<file path="src/hw/rtl/lzr_pkg.sv">
// shared types and constants for the refpack stream decoder
`timescale 1ns / 1ps
package lzr_pkg;

  // stream parse phases
  typedef enum logic [2:0] {
    PH_FLAG1  = 3'd0,
    PH_FLAG2  = 3'd1,
    PH_SKIP   = 3'd2,
    PH_LEN    = 3'd3,
    PH_CMD    = 3'd4,
    PH_LIT    = 3'd5,
    PH_ENDLIT = 3'd6
  } lzr_phase_t;

  localparam int unsigned PACK_BYTES = 32;
  localparam int unsigned LIT_RUN_MAX = 112;

  // commands from controller to datapath
  typedef struct packed {
    logic parse;
    logic append;
    logic sel_copy;
    logic rd;
    logic abort;
    logic emit;
    logic emit_last;
    logic fin_clear;
  } lzr_cmd_t;

  // status from datapath to controller
  typedef struct packed {
    logic act_lit;
    logic act_copy;
    logic copy_ok;
    logic copy_last;
    logic pack_full;
    logic pack_any;
    logic flag_any;
    logic out_free;
  } lzr_stat_t;

endpackage

</file>
<file path="src/hw/rtl/lzr_ctrl.sv">
// sequencing state machine for the refpack stream decoder
`timescale 1ns / 1ps
module lzr_ctrl
  import lzr_pkg::*;
(
  input  logic      clk,
  input  logic      rst,
  input  logic      in_valid,
  output logic      in_stall,
  input  lzr_stat_t stat,
  output lzr_cmd_t  cmd
);

  typedef enum logic [2:0] {
    S_IDLE,
    S_LIT,
    S_CHK,
    S_CRD,
    S_CWR,
    S_FIN
  } state_t;

  state_t state, state_next;

  assign in_stall = (state != S_IDLE);

  always_comb begin
    cmd = '0;
    state_next = state;
    case (state)
      S_IDLE: begin
        if (in_valid) begin
          cmd.parse = 1'b1;
          state_next = S_LIT;
        end
      end
      S_LIT: begin
        if (!stat.act_lit) begin
          state_next = S_CHK;
        end else if (stat.pack_full) begin
          cmd.emit = stat.out_free;
        end else begin
          cmd.append = 1'b1;
          state_next = S_CHK;
        end
      end
      S_CHK: begin
        if (stat.act_copy && stat.copy_ok) begin
          state_next = S_CRD;
        end else begin
          cmd.abort = stat.act_copy;
          state_next = S_FIN;
        end
      end
      S_CRD: begin
        cmd.rd = 1'b1;
        state_next = S_CWR;
      end
      S_CWR: begin
        if (stat.pack_full) begin
          cmd.emit = stat.out_free;
        end else begin
          cmd.append = 1'b1;
          cmd.sel_copy = 1'b1;
          state_next = stat.copy_last ? S_FIN : S_CRD;
        end
      end
      S_FIN: begin
        if (stat.pack_any || stat.flag_any) begin
          if (stat.out_free) begin
            cmd.emit = 1'b1;
            cmd.emit_last = 1'b1;
            cmd.fin_clear = 1'b1;
            state_next = S_IDLE;
          end
        end else begin
          cmd.fin_clear = 1'b1;
          state_next = S_IDLE;
        end
      end
      default: state_next = S_IDLE;
    endcase
  end

  always_ff @(posedge clk) begin
    if (rst) begin
      state <= S_IDLE;
    end else begin
      state <= state_next;
    end
  end

endmodule

</file>
<file path="config.mk">
export PLATFORM = sky130hd
export DESIGN_NAME = lzr_ctrl
export DESIGN_NICKNAME = d
export VERILOG_FILES = /design/src/hw/rtl/lzr_pkg.sv /design/src/hw/rtl/lzr_ctrl.sv
export SDC_FILE = /design/constraint.sdc
export NUM_CORES = 1
export LEC_CHECK = 0
export BUFFER_PORTS_ARGS = -buffer_cell sky130_fd_sc_hd__buf_2
export CAP_MARGIN = 20
export CORE_AREA = 10 10 47 49
export CTS_CLUSTER_SIZE = 25
export DETAILED_ROUTE_END_ITERATION = 8
export DIE_AREA = 0 0 57 59
export GPL_ROUTABILITY_DRIVEN = 0
export GPL_TIMING_DRIVEN = 0
export SLEW_MARGIN = 10
export SYNTH_ARGS = -nofsm -noshare
export SYNTH_HDL_FRONTEND = slang
export SYNTH_SLANG_ARGS = --single-unit
</file>
<file path="constraint.sdc">
create_clock -name clk -period 4 [get_ports clk]
set_input_delay 0.4 -clock clk [delete_from_list [all_inputs] [get_ports clk]]
set_output_delay 0.4 -clock clk [all_outputs]
set_load 0.02 [all_outputs]
</file>
==> metrics.md <==
| Metric | Value |
|---|---|
| Reg2Reg Depth | 4 |
| Gate Count Post-Synth | 38 |
| Synthesized area per cell | about 7 um2 |
| Critical path data required time | between 3 and 4 ns |
| Worst slew pin tran | 0.402 ns |
| First drt pass iteration count | 4 |
| Aggregate routed wire length | 849 um |
| Nets@finish | 73 |
| Crit path max-delay cell type | dfxtp_1 |
| Cell Count, Final, Fillers Out | 77 |
| Syn_nets | between 40 and 50 |
| Synthesized cell area | roughly 270 um2 |
| Synth area leaders | dfxtp_1 (22%), nor2_1 (9.6%), nor3b_1 (8.3%), inv_1 (4.1%), or3_4 (4.1%) |
| Data arrival time of the worst path | approximately 1.7 ns |
| Max Root-Sink Buffers | 2 |
| Clk root buf | clkbuf_4 |
| First-pass GRT wire length | between 1 and 1.5 mm |
| DR iter-0 viols | 5 |
| Hold depth | 2 |
| Area of the core | 1400 um2 |
| Sequential Area | about 60 um2 |
| GR Overflow Total | 0 |
| Unrepaired setup endpoints after global routing | no |
| Crit path time final | ~2.1 ns |
| DR DRC count | 0 |
| Worst path max stage delay | between 0.4 and 0.5 ns |
| Most flops, register | state |
| Clock latency on the worst-skew pair | 0.23 ns |
| Power per cell area | ~700 nW/um2 |
| Count of state elements after synthesis | 3 |
| Crit-path max FO | 8 |
| Die Area | 3360 um2 |
| Vias/cell | 4.66 |
| Post-synthesis cell type count | 23 |
| RR Endpoint | state[0] |
| H-tree Lvls | 1 |
| Synth top area share | 22.0% |
| Vias in the first global route | 348 |
| Place WS | ~2.1 ns |
| Pin count of the biggest net entering global routing | 10 |
| Placed cells | between 70 and 80 |
| Hold_buf cts | 0 |
| Setup TNS | 0 ns |
| PortBufs | 19 |
| Outcome | finished clean |
| Max Slew Vio Count | 0 |
| Hold Path Class | in2reg |
| Ant diodes | 0 |
| Met2 wire len | approximately 500 um |
| Site Rows | 14 |
| Worst vdd ir | around 0.00023 V |
| Max FFs per register | 3 |
| Post-synth top area cell | dfxtp_1 |
| Slew margin rel. | between 70 and 80% |
| Highest routed layer | met4 |
| Crit-path cells | nor3b_1 > o21ai_1 > o21ai_0 > and2_1 > buf_2 |
| Primary FF master, synth | dfxtp_1 |
| Final hold vios | 0 |
| Max Clk Rate | between 0.4 and 0.5 GHz |
| CTS resizes | 0 |
| Final setup vio count | 0 |
| Via count | around 360 |
| Crit end category | primary output |
| Final-layout fill cell count | around 170 |
| Leading cell type in the layout, fill and taps excluded | buf_2 |
| Clock Sink Count | 3 |
| Regs by FF count | state x3 |
| Dpl hpwl | just over 700 um |
| Worst reg2reg startpoint | state[2] |
| Worst setup SP type | flop |
| M1 WL | between 200 and 300 um |
| Tcrit/Tclk final | between 50% and 60% |
| Clk slew on worst S/H paths | roughly 0.04 ns |
| Crit Path Category | reg2out |
| Final worst slack | 1.89 ns |
| Initial antenna violation count | 0 |
| EDFF count, synth | 0 |
| Hold WS | roughly 0.38 ns |
| Register area share after synthesis | around 22% |
| HP Start | rst |
| CTS Buf Count | 3 |
| Starting density of the core | 19.5% |
| Yosys warns | 0 |
| Clock skew after layout | 0.00340 ns |
| Worst Hold End | state[2] |
| Mean routed wirelength per cell | between 10 and 15 um |
| Reg-to-reg slack, setup | ~2.5 ns |
| DIE HEIGHT | ~60 um |
| Layout cells sized above 1 | approximately two fifths |
| IO Count | 20 |
| DIE WIDTH | around 57 um |
| Setup Fix Bufs, Post-CTS | 0 |
| Asr flop ratio synth | 0% |
| P_leak | approximately 0.2 nW |
| Area Overhead vs Synth | 51.8% |
| Commonest non-fill, non-tap cells in the layout | buf_2 (20), nor2_1 (7) |
| Area of the multi-input gates | roughly 200 um2 |
| Max-cap check violation count | 0 |
| Final ANT Viol Nets | 0 |
| CTS tree | yes |
| GRT Total Usage | around 5.3% |
| Metal3 WL | 54 um |
layer usage:
layer	GRT usage, %	vias to the layer above
li1	-	192
met1	4.03	158
met2	9.15	7
met3	3.00	2
met4	5.03	0
met5	0	-
through the flow:
step | util [%] | cell area (um2) | power, mW
after floorplan | - | 273 | 0.191
after global placement | 27.7 | 388 | 0.239
after detailed placement | 27.7 | 388 | 0.240
after CTS | 29.6 | 414 | 0.294
after global routing | 29.6 | 414 | 0.322
final | 29.6 | 414 | 0.290
cell type report:
type / instances / share of cell area (%)
multi-input combinational: 31 / 47.4
timing repair buffer: 19 / 23.0
sequential: 3 / 14.5
clock buffer: 4 / 6.34
tap: 16 / 4.83
inverter: 3 / 2.72
buffer: 1 / 1.21
power by group:
part	internal [mW]	total (mW)	leakage, nW	switching, mW
logic	0.0750	0.178	0.160	0.103
clock network	0.0374	0.0530	0.0150	0.0156
registers	0.0431	0.0593	0.0248	0.0162
total	0.156	0.290	0.200	0.135
cell families (layout without fill, tap and decap cells):
| family | after synthesis | in the layout | synth area share (%) |
|---|---|---|---|
| AOI/OAI and AO/OA | 10 | 10 | 25.7 |
| and+or+nand+nor | 21 | 21 | 46.3 |
| DFF | 3 | 3 | 22.0 |
| buffers and inverters | 4 | 27 | 5.96 |
worst max-delay path, delay by kind of cell, from the launching register on:
kind | cells | cell delay [ns]
buffers and inverters | 1 | 0.16
flip-flops | 1 | 0.44
AO/OA/AOI/OAI | 2 | 0.36
AND/OR/NAND/NOR | 2 | 0.53
cell usage after synthesis (2+ instances only):
cell / number
a21oi_1: 2
dfxtp_1: 3
inv_1: 3
nand2_1: 2
nand3_1: 2
nor2_1: 7
nor3b_1: 3
how the worst max path moves through the flow:
stage	startpoint	end	cells after the start
detailed placement	state[0]	cmd[2]	6
global placement	state[2]	cmd[2]	5
floorplan	state[2]	cmd[3]	3
global route	state[2]	cmd[2]	5
CTS	state[0]	cmd[2]	6
finish	state[2]	cmd[2]	5
No activity file was read; power rests on OpenSTA's default activity.
